[src/hw/rtl/assert_macros.svh]
// ---------------------------------------------------------------------------
// Assertion macros
// Shared wrappers for clocked concurrent assertions in the RTL.
// ---------------------------------------------------------------------------
`ifndef ASSERT_MACROS_SVH
`define ASSERT_MACROS_SVH

// Checks prop at every rising edge of clk outside of reset.
`define ASSERT_CLK(label, prop, msg) \
  label: assert property (@(posedge clk) disable iff (!rst_n) (prop)) \
    else $error(msg);

// Checks that cond at one edge implies conseq at the next edge.
`define ASSERT_NEXT(label, cond, conseq, msg) \
  label: assert property (@(posedge clk) disable iff (!rst_n) (cond) |=> (conseq)) \
    else $error(msg);

`endif

[src/hw/rtl/msod_pkg.sv]
// ---------------------------------------------------------------------------
// ModRM/SIB operand decoder package
// Codes, limits and field types shared by the operand decoder.
// ---------------------------------------------------------------------------
package msod_pkg;

  localparam int unsigned MAX_INSN_LENGTH = 15;

  localparam logic [1:0] OP_LEA   = 2'd0;
  localparam logic [1:0] OP_WRITE = 2'd1;
  localparam logic [1:0] OP_LOAD  = 2'd2;

  localparam logic [1:0] ST_OK    = 2'd0;
  localparam logic [1:0] ST_TRUNC = 2'd1;
  localparam logic [1:0] ST_UNSUP = 2'd2;

  localparam logic [7:0] OPC_STORE_BYTE = 8'h88;
  localparam logic [7:0] OPC_LOAD_BYTE  = 8'h8a;

  localparam logic [1:0] MOD_NODISP = 2'd0;
  localparam logic [1:0] MOD_DISP8  = 2'd1;
  localparam logic [1:0] MOD_DISP32 = 2'd2;
  localparam logic [1:0] MOD_REG    = 2'd3;

  localparam logic [2:0] RM_SIB      = 3'd4;
  localparam logic [2:0] RM_DISP32   = 3'd5;
  localparam logic [2:0] SIB_NO_IDX  = 3'd4;
  localparam logic [2:0] SIB_NO_BASE = 3'd5;

  localparam logic [4:0] NO_REG = 5'd16;

  localparam int unsigned IN_TDATA_W  = 72;
  localparam int unsigned OUT_TDATA_W = 64;

  typedef struct packed {
    logic [7:0]  opcode_byte;
    logic [3:0]  rex_bits;
    logic        operand_size_16;
    logic        address_size_32;
    logic [47:0] window;
    logic [3:0]  bytes_available;
    logic [3:0]  bytes_used;
  } in_item_t;

  typedef struct packed {
    logic [2:0]  consumed;
    logic [3:0]  reg_number;
    logic        high_byte_reg;
    logic [3:0]  operand_width;
    logic [4:0]  base_reg;
    logic [4:0]  index_reg;
    logic [1:0]  scale_log2;
    logic        pc_relative;
    logic [31:0] displacement;
  } out_item_t;

endpackage

[src/hw/rtl/modrm_sib_operand_decoder.sv]
// Throughput: one item per cycle unless out_tready stalls the output; an input
// register feeds the decode logic, whose answer lands in the output register.
// Reset: rst_n is synchronous and active low; it empties both registers.
// ---------------------------------------------------------------------------
// ModRM/SIB operand decoder
// Decodes the ModRM, SIB and displacement bytes of one x86-64 instruction.
// ---------------------------------------------------------------------------
`include "assert_macros.svh"

module modrm_sib_operand_decoder (
  input  logic        clk,
  input  logic        rst_n,
  input  logic        in_tvalid,
  output logic        in_tready,
  // opcode_byte, rex_bits, operand_size_16, address_size_32, window,
  // bytes_available, bytes_used, zero padding
  input  logic [msod_pkg::IN_TDATA_W-1:0]  in_tdata,
  // op
  input  logic [1:0]  in_tuser,
  output logic        out_tvalid,
  input  logic        out_tready,
  // consumed, reg_number, high_byte_reg, operand_width, base_reg, index_reg,
  // scale_log2, pc_relative, displacement, zero padding
  output logic [msod_pkg::OUT_TDATA_W-1:0] out_tdata,
  // status
  output logic [1:0]  out_tuser
);

  localparam logic [4:0] MAX_LEN = 5'(msod_pkg::MAX_INSN_LENGTH);

  logic                 s1_valid_r;
  logic [1:0]           s1_op_r;
  msod_pkg::in_item_t   s1_item_r;
  logic                 out_valid_r;
  logic [1:0]           out_status_r;
  msod_pkg::out_item_t  out_item_r;

  logic                 out_load;
  logic                 in_xfer;
  msod_pkg::in_item_t   in_item;

  logic [1:0]           mod_f;
  logic [2:0]           rm_f;
  logic [2:0]           raw_reg;
  logic [2:0]           sib_base;
  logic [2:0]           sib_index;
  logic                 has_sib;
  logic                 no_base_sib;
  logic [2:0]           dsize;
  logic [4:0]           pos;
  logic [4:0]           avail5;
  logic [4:0]           used5;
  logic                 byte_op;
  logic [31:0]          disp8_x;
  logic [31:0]          disp32_x;
  logic [1:0]           status_nxt;
  msod_pkg::out_item_t  item_nxt;

  logic                 out_fail;
  logic                 out_ok;
  logic                 out_pcrel;
  logic                 out_no_regs;

  assign in_item  = msod_pkg::in_item_t'({in_tdata[7:0], in_tdata[11:8], in_tdata[12],
                                          in_tdata[13], in_tdata[61:14], in_tdata[65:62],
                                          in_tdata[69:66]});
  assign out_load  = !out_valid_r || out_tready;
  assign in_tready = !s1_valid_r || out_load;
  assign in_xfer   = in_tvalid && in_tready;

  always_comb begin
    mod_f       = s1_item_r.window[7:6];
    rm_f        = s1_item_r.window[2:0];
    raw_reg     = s1_item_r.window[5:3];
    sib_base    = s1_item_r.window[10:8];
    sib_index   = s1_item_r.window[13:11];
    has_sib     = (rm_f == msod_pkg::RM_SIB);
    no_base_sib = has_sib && (mod_f == msod_pkg::MOD_NODISP)
                  && (sib_base == msod_pkg::SIB_NO_BASE);
    avail5      = {1'b0, s1_item_r.bytes_available};
    used5       = {1'b0, s1_item_r.bytes_used};
    pos         = has_sib ? 5'd2 : 5'd1;

    if (mod_f == msod_pkg::MOD_DISP8) begin
      dsize = 3'd1;
    end else if (mod_f == msod_pkg::MOD_DISP32) begin
      dsize = 3'd4;
    end else if (no_base_sib || (!has_sib && rm_f == msod_pkg::RM_DISP32)) begin
      dsize = 3'd4;
    end else begin
      dsize = 3'd0;
    end

    disp8_x  = has_sib ? {{24{s1_item_r.window[23]}}, s1_item_r.window[23:16]}
                       : {{24{s1_item_r.window[15]}}, s1_item_r.window[15:8]};
    disp32_x = has_sib ? s1_item_r.window[47:16] : s1_item_r.window[39:8];

    byte_op = (s1_op_r == msod_pkg::OP_WRITE)
              ? (s1_item_r.opcode_byte == msod_pkg::OPC_STORE_BYTE)
              : (s1_item_r.opcode_byte == msod_pkg::OPC_LOAD_BYTE);

    item_nxt.consumed      = pos[2:0] + dsize;
    item_nxt.reg_number    = {s1_item_r.rex_bits[2], raw_reg};
    item_nxt.high_byte_reg = 1'b0;
    item_nxt.scale_log2    = has_sib ? s1_item_r.window[15:14] : 2'd0;
    item_nxt.pc_relative   = !has_sib && (mod_f == msod_pkg::MOD_NODISP)
                             && (rm_f == msod_pkg::RM_DISP32) && !s1_item_r.address_size_32;
    if (has_sib && (sib_index != msod_pkg::SIB_NO_IDX || s1_item_r.rex_bits[1])) begin
      item_nxt.index_reg = {1'b0, s1_item_r.rex_bits[1], sib_index};
    end else begin
      item_nxt.index_reg = msod_pkg::NO_REG;
    end
    if (has_sib) begin
      item_nxt.base_reg = no_base_sib ? msod_pkg::NO_REG
                                      : {1'b0, s1_item_r.rex_bits[0], sib_base};
    end else if (mod_f == msod_pkg::MOD_NODISP && rm_f == msod_pkg::RM_DISP32) begin
      item_nxt.base_reg = msod_pkg::NO_REG;
    end else begin
      item_nxt.base_reg = {1'b0, s1_item_r.rex_bits[0], rm_f};
    end
    if (dsize == 3'd1) begin
      item_nxt.displacement = disp8_x;
    end else if (dsize == 3'd4) begin
      item_nxt.displacement = disp32_x;
    end else begin
      item_nxt.displacement = 32'd0;
    end

    if (s1_op_r == msod_pkg::OP_LEA) begin
      item_nxt.operand_width = s1_item_r.rex_bits[3] ? 4'd8 : 4'd4;
    end else begin
      if (byte_op) begin
        item_nxt.operand_width = 4'd1;
      end else if (s1_item_r.rex_bits[3]) begin
        item_nxt.operand_width = 4'd8;
      end else if (s1_item_r.operand_size_16) begin
        item_nxt.operand_width = 4'd2;
      end else begin
        item_nxt.operand_width = 4'd4;
      end
      if (byte_op && s1_item_r.rex_bits == 4'd0 && raw_reg[2]) begin
        item_nxt.reg_number    = {2'b00, raw_reg[1:0]};
        item_nxt.high_byte_reg = 1'b1;
      end
    end

    if (s1_op_r != msod_pkg::OP_LEA && s1_op_r != msod_pkg::OP_WRITE
        && s1_op_r != msod_pkg::OP_LOAD) begin
      status_nxt = msod_pkg::ST_UNSUP;
    end else if (s1_op_r == msod_pkg::OP_LEA && s1_item_r.operand_size_16) begin
      status_nxt = msod_pkg::ST_UNSUP;
    end else if (avail5 == 5'd0) begin
      status_nxt = msod_pkg::ST_TRUNC;
    end else if (s1_op_r != msod_pkg::OP_LEA && mod_f == msod_pkg::MOD_REG) begin
      status_nxt = msod_pkg::ST_UNSUP;
    end else if (used5 >= MAX_LEN) begin
      status_nxt = msod_pkg::ST_TRUNC;
    end else if (mod_f == msod_pkg::MOD_REG) begin
      status_nxt = msod_pkg::ST_UNSUP;
    end else if (has_sib && (avail5 <= 5'd1 || used5 + 5'd1 >= MAX_LEN)) begin
      status_nxt = msod_pkg::ST_TRUNC;
    end else if (pos + {2'b00, dsize} > avail5
                 || used5 + pos + {2'b00, dsize} > MAX_LEN) begin
      status_nxt = msod_pkg::ST_TRUNC;
    end else begin
      status_nxt = msod_pkg::ST_OK;
    end

    if (status_nxt != msod_pkg::ST_OK) begin
      item_nxt = '0;
    end
  end

  always_ff @(posedge clk) begin
    if (!rst_n) begin
      s1_valid_r  <= 1'b0;
      out_valid_r <= 1'b0;
    end else begin
      if (in_tready) begin
        s1_valid_r <= in_tvalid;
      end
      if (out_load) begin
        out_valid_r <= s1_valid_r;
      end
    end
  end

  always_ff @(posedge clk) begin
    if (in_xfer) begin
      s1_op_r   <= in_tuser;
      s1_item_r <= in_item;
    end
    if (out_load && s1_valid_r) begin
      out_status_r <= status_nxt;
      out_item_r   <= item_nxt;
    end
  end

  assign out_tvalid = out_valid_r;
  assign out_tuser  = out_status_r;
  assign out_tdata  = {7'd0, out_item_r.displacement, out_item_r.pc_relative,
                       out_item_r.scale_log2, out_item_r.index_reg, out_item_r.base_reg,
                       out_item_r.operand_width, out_item_r.high_byte_reg,
                       out_item_r.reg_number, out_item_r.consumed};

  assign out_fail    = out_valid_r && (out_status_r != msod_pkg::ST_OK);
  assign out_ok      = out_valid_r && (out_status_r == msod_pkg::ST_OK);
  assign out_pcrel   = out_valid_r && out_item_r.pc_relative;
  assign out_no_regs = (out_item_r.base_reg == msod_pkg::NO_REG)
                       && (out_item_r.index_reg == msod_pkg::NO_REG);

  `ASSERT_CLK(a_fail_zero, out_fail |-> out_item_r == '0, "failed decode carries nonzero fields")
  `ASSERT_CLK(a_ok_consumed, out_ok |-> out_item_r.consumed != 3'd0, "decode consumed no bytes")
  `ASSERT_CLK(a_pcrel_no_regs, out_pcrel |-> out_no_regs, "RIP-relative operand has a base or index")
  `ASSERT_NEXT(a_in_captured, in_tvalid && in_tready, s1_valid_r, "input transfer was not captured")
  `ASSERT_NEXT(a_out_from_s1, s1_valid_r && out_load, out_valid_r, "decoded item was not registered")

endmodule

[config.mk]
export PLATFORM = sky130hd
export DESIGN_NAME = modrm_sib_operand_decoder
export DESIGN_NICKNAME = d
export VERILOG_FILES = /design/src/hw/rtl/msod_pkg.sv /design/src/hw/rtl/modrm_sib_operand_decoder.sv
export VERILOG_INCLUDE_DIRS = /design/src /design/src/hw/rtl
export SDC_FILE = /design/constraint.sdc
export NUM_CORES = 1
export LEC_CHECK = 0
export ABC_AREA = 1
export BUFFER_PORTS_ARGS = -buffer_cell sky130_fd_sc_hd__buf_2
export CORE_MARGIN = 3
export CORE_UTILIZATION = 53
export DETAILED_ROUTE_END_ITERATION = 6
export PLACE_DENSITY_LB_ADDON = 0.05
export SKIP_LAST_GASP = 1
export SLEW_MARGIN = 20
export SYNTH_ARGS = -nofsm -noshare
export SYNTH_HDL_FRONTEND = slang
export SYNTH_SLANG_ARGS = --single-unit
[constraint.sdc]
create_clock -name clk -period 5.4 [get_ports clk]
set_input_delay 0.81 -clock clk [delete_from_list [all_inputs] [get_ports clk]]
set_output_delay 0.81 -clock clk [all_outputs]
set_load 0.1 [all_outputs]
## After elaboration in Yosys (flattened, before gate mapping)

Index checks and enable logic that the tools add are counted.

| operators by class | value |
|---|---|
| magnitude comparators | 5 |
| bitwise operators | 2 |
| multiplexer cells | 28 |
| reductions and logical operators | 36 |
| add/sub/neg operators | 5 |
| eq/ne operators | 14 |

Operators by type and width:

| kind | number |
|---|---|
| 32-bit two-way mux | 4 |
| 5-bit two-way mux | 6 |
| 1-bit logical AND | 17 |
| 8-bit == test, second input constant | 2 |
| 4-bit two-way mux | 4 |
| 2-bit two-way mux | 7 |
| 3-bit == test, second input constant | 4 |
| 3-bit two-way mux | 4 |
| 4-bit zero test | 2 |
| 1-bit logical OR | 6 |
| 2-bit OR reduction | 3 |
| 4-bit by 1-bit adder with 5-bit output, second input constant | 1 |
| 4-bit by 2-bit adder with 5-bit output | 1 |
| 5-bit by 3-bit adder with 5-bit output | 1 |
| 5-bit by 4-bit >= comparator with 1-bit output, second input constant | 1 |
| 5-bit by 4-bit > comparator with 1-bit output, second input constant | 1 |
| 2-bit by 3-bit adder with 4-bit output | 1 |
| 2-bit by 1-bit == test with 1-bit output, second input constant | 2 |
| 2-bit == test, second input constant | 2 |
| 4-bit >= comparator, second input constant | 1 |
| 4-bit > comparator | 1 |
| 4-bit by 1-bit <= comparator with 1-bit output, second input constant | 1 |
| 1-bit zero test | 4 |
| 2-bit zero test | 2 |
| 8 further kinds | 12 |

| word-level totals | value |
|---|---|
| output and inout port bits | 68 |
| register bits after elaboration | 133 |
| bits of input ports | 78 |

## Depth between registers and ports, before layout

Gate-level depths: netlist (run 1).

| depth | value |
|---|---|
| depth after elaboration | 20 |
| depth in mapped cells | 21 |
| mapped depth without buffers | 19 |

## Least setup slack after synthesis (run 1)

OpenSTA, ideal clock, no wires.

| timing path | value |
|---|---|
| path kind | input port to flip-flop |
| from | input port out_tready |
| to | register out_item_r (netlist bit out_tdata[0]), enable pin |
| stages | 2 |
| path buffers | 0 |
| arrival | 3.724 ns |
| library setup time | 0.495 ns |
| required time | 4.905 ns |
| slack | 1.181 ns |
| cells stage by stage | inv_1 -> a21oi_1 |

| on the way | value |
|---|---|
| word-level cells in the longest chain between the ends | 2 |

Ends and longest elaborated chain:

| item | line | text |
|---|---|---|
| start, declared | modrm_sib_operand_decoder.sv:21 | `input logic out_tready,` |
| 1-bit logical OR | modrm_sib_operand_decoder.sv:67 | `assign out_load = !out_valid_r \|\| out_tready;` |
| 1-bit logical AND | modrm_sib_operand_decoder.sv:193 | `if (out_load && s1_valid_r) begin` |
| end signal, assigned | modrm_sib_operand_decoder.sv:195 | `out_item_r <= item_nxt;` |
| end, declared | modrm_sib_operand_decoder.sv:36 | `msod_pkg::out_item_t out_item_r;` |

No other way between the ends.
A chain may end at the register's enable or synchronous reset.

## Worst setup path in the final report (run 1)

| timing path | value |
|---|---|
| from | register s1_item_r (netlist bit rm_f[0]) |
| to | register out_item_r (netlist bit out_tdata[33]), data pin |

| on the way | value |
|---|---|
| word-level cells in the longest chain between the ends | 19 |

Ends and longest elaborated chain:

| item | line | text |
|---|---|---|
| start, declared | modrm_sib_operand_decoder.sv:33 | `msod_pkg::in_item_t s1_item_r;` |
| start signal, assigned | modrm_sib_operand_decoder.sv:191 | `s1_item_r <= in_item;` |
| branches (longest 19 deep; another with 4-bit by 2-bit adder with 5-bit output) | - |  |

Several ways; the timed one is not identified.

==> run_results.csv, run 1 <==
group,metric,value,unit
finish,final_net_count,751,
critical_path,critPathLaunchType,"flip-flop",
power_and_ir_drop,switchingPower,0.729,mW
floorplanning,start_util,55.8,%
clocking,cts_hold_buf,0,
clocking,cts.clk_slew.worst_paths,0.06,ns
floorplanning,core_area,10600,um2
sta,finalHoldViolations,0,
logic_synthesis,synth_area_leaders,"edfxtp_1, nand2_1, inv_1",
finish,largest_reg_flops,58,
logic_synthesis,yosys_warnings,0,
clocking,clock_latency,0.51,ns
sta,drv_slew,0,
sta,finalSetupTns,0,ns
routing,via_per_inst,4.86,
logic_synthesis,yosysMostFrequentCell,"edfxtp_1",
critical_path,crit_path_max_incr_delay,0.58,ns
routing,wire_per_inst,14.1,um
critical_path,critPathMaxFanout,49,
power_and_ir_drop,p_clk_share,40.3,%
run_status,outcome,"finished, final reports clean",
clocking,cts_buffer_depth,2,
power_and_ir_drop,switching_share,27.0,%
logic_synthesis,async_reset_ff_share,0,%
clocking,postCtsSetupRepairBufs,0,
critical_path,crit_chain,"inv_1 > nand3_4 > inv_4 > nand4_4 > nand2_4 > nand2_1 > nand2_1 > nand2_1 > inv_1 > ha_1 > nand2_1 > inv_1 > nand2_1 > nand2_1 > nand2_1 > nand2_1 > inv_1 > nand3_4 > nor2_1",
power_and_ir_drop,intPower,1.97,mW
place,dp_hpwl,7800,um
global_routing,grt_pass1_wl,18300,um
floorplanning,ios,146,
power_and_ir_drop,p_seq_share,45.3,%
logic_synthesis,avgSynthCellArea,11.3,um2
logic_synthesis,synth_seq_cells,133,
critical_path,cp-end-kind,"flip-flop",
finish,regMostFlops,"s1_item_r",
sta,skew,0.00654,ns
logic_synthesis,synthTopCellsByCount,"edfxtp_1, nand2_1, inv_1, nor2_1, o21ai_0",
critical_path,worstPathRequired,5.74,ns
power_and_ir_drop,finalPower,2.70,mW
power_and_ir_drop,ir_worst_vdd,174,uV
clocking,htreeDepth,4,
sta,slew_headroom,43.8,%
finish,drive_gt1_share,27.9,%
routing,drt-pass1-iter-count,5,
logic_synthesis,syn_inst,525,
floorplanning,core.rowCount,37,
sta,worst_slew_pin_slew,0.842,ns
sta,finalCritPeriodShare,74.9,%
place,place.gp.congestion,0.849,
logic_synthesis,synthFlopType,"edfxtp_1",
clocking,clock_sink_count,133,
logic_synthesis,synth_area,5920,um2
clocking,ctsResizeCount,0,
routing,finalWirelength,11400,um
finish,antennaDiodeCount,0,
global_routing,grt_pass1_vias,3730,
logic_synthesis,yosysTopAreaCellShare,66.5,%
logic_synthesis,yosysTopAreaCell,"edfxtp_1",
routing,drc,0,
routing,ant_nets,0,
logic_synthesis,ys_types,30,
floorplanning,design.die.area,12500,um2
critical_path,crit_family,"simple AND/OR/NAND/NOR gates",
finish,area_growth,21.8,%
floorplanning,die_w,112,um
global_routing,antenna_found_initial,2,
critical_path,cp.arrival,4.38,ns
floorplanning,die_h,112,um
global_routing,grt_overflow,0,
clocking,cts_tree,"done",
run,cap_viol_max_count,0,
critical_path,crit_buf_inv,5,
logic_synthesis,seq_area_frac_synth,67.2,%
routing,via_count,3945,
clocking,cts_inserted_buffers,17,
sta,final.min_clock_period,4.04,ns
critical_path,critical_path_class,"flip-flop to flip-flop",
power_and_ir_drop,leakagePower,3.25,nW
clocking,cts_root_buf,"clkbuf_8",
global_routing,grt_max_degree,51,
sta,rsz0062_at_grt,"no",
routing,drt-initial-drc-count,153,
global_routing,grt_usage,18.9,%
worst_hold_path,hp-class,"input pin to flip-flop",
critical_path,slowest_stage,"nand3_4",
sta,setup_violations,0,
critical_path,crit_top_cell,"nand2_1",
place,io_buffers,136,
power_and_ir_drop,combPwrFrac,14.4,%
power_and_ir_drop,powerDensity,375,nW/um2
logic_synthesis,synth_edf_count,131,
sta,fmax,247,MHz
## power groups by stage
stage          registers [mW]  clock network [mW]  logic, mW
2_1_floorplan            1.39                   0      0.177
3_3_place_gp             1.24                   0      0.384
3_5_place_dp             1.24                   0      0.389
4_1_cts                  1.22                1.10      0.390
5_1_grt                  1.23                1.16      0.419
6_report                 1.22                1.09      0.388
## worst paths after layout
path,start,to,slack (ns),cells past startpoint
max,rm_f[0],out_tdata[33],1.36,19
max reg2reg,rm_f[0],out_tdata[33],1.36,19
min,in_tdata[44],s1_item_r[38],0.47,1
min reg2reg,s1_valid_r,out_tvalid,0.54,2
## metal layers
layer,vias up,wire (um),track usage (%)
met4,4,257,8.35
met2,159,5090,28.2
met5,-,21,0
li1,1991,-,-
met3,28,904,5.22
met1,1763,5150,26.0
## through the flow
stage	hold WS [ns]	cell area, um2	utilization [%]	worst slack (ns)	cells
after detailed placement	0.529	6640	62.6	1.38	779
after floorplan	0.447	5940	-	1.18	531
after CTS	0.449	7210	68.0	1.35	811
after global routing	0.443	7210	68.0	0.898	811
after global placement	0.506	6640	62.6	1.48	779
final	0.468	7210	68.0	1.36	811
## cell families (layout without fill, tap and decap cells)
group	after synthesis	count (layout)	share of synthesized area (%)
adders and majority gates	11	11	2.58
buffers and inverters	111	255	8.50
DFF	133	133	67.2
AOI/OAI and AO/OA	52	52	4.50
other	1	7	0.0634
and+or+nand+nor	216	216	17.0
xor gates and xnor gates	1	1	0.148
## placed cells by master (no fill, tap or decap), types with 7 or more instances in the layout
cell type  instances
nor2_1            68
clkbuf_16         16
nand3_1           33
nor2_4            11
ha_1               9
edfxtp_1         131
o21ai_0           42
nand2_1           92
buf_2            136
conb_1             7
inv_1             80
## cell type report
cell class / count / area (um2)
Clock buffer: 23 / 467
Sequential cell: 133 / 3970
Inverter: 84 / 318
Multi-Input combinational cell: 287 / 1470
Timing Repair Buffer: 139 / 703
Fill cell: 801 / 3390
Tap cell: 136 / 170
Clock inverter: 9 / 101
(Power assumes the default switching activity.)
==> run 2: changes to the inputs <==
==> constraint.sdc (replaced) <==
create_clock -name clk -period 3.9 [get_ports clk]
set_input_delay 0.585 -clock clk [delete_from_list [all_inputs] [get_ports clk]]
set_output_delay 0.585 -clock clk [all_outputs]
set_load 0.1 [all_outputs]
==> run_results.csv, run 2 (same netlist as run 1, synthesis figures left out) <==
group,metric,value,unit
run_status,outcome,"finished, final reports clean",
critical_path,r2r_slack,0.43,ns
floorplanning,core_area,10600,um2
finish,final_net_count,755,
routing,finalWirelength,11900,um
sta,drv_slew,0,
place,place.gp.congestion,0.821,
critical_path,critPathMaxFanout,40,
sta,rsz0062_at_grt,"no",
sta,skew,0.00881,ns
floorplanning,core.rowCount,37,
clocking,cts.clk_slew.worst_paths,0.06,ns
worst_hold_path,min_path_cells,1,
critical_path,critPathLaunchType,"flip-flop",
floorplanning,die_h,112,um
routing,via_per_inst,4.92,
floorplanning,ios,146,
power_and_ir_drop,leakagePower,3.26,nW
critical_path,crit-reg2reg-launch,"rm_f[0]",
finish,drive_gt1_share,27.7,%
worst_hold_path,hp-class,"input pin to flip-flop",
global_routing,grt_pass1_wl,18500,um
sta,slew_headroom,47.0,%
clocking,htreeDepth,4,
clocking,clock_sink_count,133,
finish,final_cell_mix,"buf_2, edfxtp_1, nand2_1",
routing,drt-pass1-iter-count,6,
clocking,cts_root_buf,"clkbuf_8",
power_and_ir_drop,powerDensity,518,nW/um2
routing,drt-initial-drc-count,289,
critical_path,cp.arrival,3.82,ns
critical_path,worstPathRequired,4.25,ns
global_routing,grt_pass1_vias,3745,
routing,via_count,4012,
routing,ant_nets,0,
sta,finalHoldViolations,0,
sta,worst_slew_pin_slew,0.794,ns
place,placed_cell_area,6660,um2
sta,setup_violations,0,
global_routing,grt_overflow,0,
place,dp_hpwl,7940,um
sta,final.min_clock_period,3.47,ns
clocking,cts_buffer_depth,2,
sta,finalSetupTns,0,ns
finish,antennaDiodeCount,0,
power_and_ir_drop,ir_worst_vdd,271,uV
finish,regMostFlops,"s1_item_r",
floorplanning,die_w,112,um
critical_path,rr_worst_depth,18,
routing,wire_per_inst,14.6,um
critical_path,reg2reg_to,"out_tdata[31]",
run,cap_viol_max_count,0,
global_routing,grt_max_degree,54,
critical_path,cp-end-kind,"flip-flop",
place,io_buffers,136,
finish,area_growth,22.4,%
routing,drc,0,
clocking,cts_tree,"done",
global_routing,grt_usage,19.1,%
worst_hold_path,min_from,"in_tdata[59]",
sta,fmax,288,MHz
global_routing,antenna_found_initial,0,
finish,layout_commonest_cell,"buf_2",
worst_hold_path,holdPathEnd,"s1_item_r[53]",
floorplanning,design.die.area,12500,um2
clocking,clock_latency,0.51,ns
sta,finalCritPeriodShare,89.0,%
finish,fin_area,7240,um2
clocking,cts_hold_buf,0,
finish,largest_reg_flops,58,
floorplanning,start_util,55.8,%
critical_path,critical_path_class,"flip-flop to flip-flop",
clocking,cts_inserted_buffers,17,
==> run 2: cell types whose count changed in the layout (fill, tap and decap cells not counted) <==
cell       delta
buf_4         +3
clkinv_2      -2
clkbuf_8      -3
clkinv_1      +4
bufinv_16     +1
nand3_4       +1
==> run 2: area by class of cell <==
| cell class | count | area [um2] |
|---|---|---|
| fill | 809 | 3360 |
| sequential | 133 | 3970 |
| multi-input combinational | 288 | 1490 |
| clock inverter | 12 | 136 |
| clock buffer | 20 | 425 |
| timing repair buffer | 142 | 726 |
| tap | 136 | 170 |
| inverter | 84 | 318 |
==> run 2: timing repair <==
action                                  4_1_cts  5_1_grt
setup buffers                                 0        0
hold endpoints to repair                      0        0
endpoints found under the setup margin        0       39
gates resized for setup                       0        1
==> run 2: how the worst max path moves through the flow <==
| stage | start | to | slack (ns) | cells past startpoint |
|---|---|---|---|---|
| after global routing | rm_f[1] | out_tdata[54] | 0.11 | 18 |
| after global placement | rm_f[1] | out_tdata[16] | 0.46 | 18 |
| after CTS | rm_f[0] | out_tdata[37] | 0.28 | 18 |
| after floorplan | out_tvalid | avail5[0] | 0.14 | 3 |
| final | rm_f[0] | out_tdata[31] | 0.43 | 18 |
| after detailed placement | rm_f[0] | out_tdata[37] | 0.32 | 18 |
==> run 2: stage by stage <==
stage	instances	utilization (%)	power, mW	hold slack, ns	setup WS [ns]
floorplan	531	-	2.16	0.465	0.139
global placement	782	62.8	2.25	0.504	0.462
detailed placement	782	62.8	2.26	0.520	0.321
CTS	814	68.1	3.78	0.221	0.280
global route	815	68.3	3.91	0.212	0.106
finish	815	68.3	3.75	0.246	0.429
==> run 2: critical path: stages (launching register included) <==
cell and delay [ns]:
edfxtp_1 0.39, inv_1 0.12, nand3_4 0.09, inv_4 0.31, nand4_4 0.18, nand2_4 0.33, nand4_1 0.16, nand2_1 0.11
inv_1 0.04, ha_1 0.28, nand2_1 0.08, inv_1 0.05, nand2_1 0.06, nand2_1 0.05, nand2_1 0.05, nand2_1 0.04
inv_1 0.23, nand3_4 0.48, nor2_1 0.23
==> run 2: layer usage <==
layer	global-route usage (%)	up-vias	routed length, um
met2	27.8	185	5310
met1	27.8	1807	5540
met4	6.89	0	157
met5	0	-	0
met3	5.43	13	894
li1	-	2007	-
==> run 2: power breakdown <==
group	total (mW)	switching [mW]	leakage, nW	internal [mW]
Sequential	1.69	0.0301	1.32	1.66
Clock	1.51	0.549	0.273	0.961
Combinational	0.549	0.436	1.67	0.113
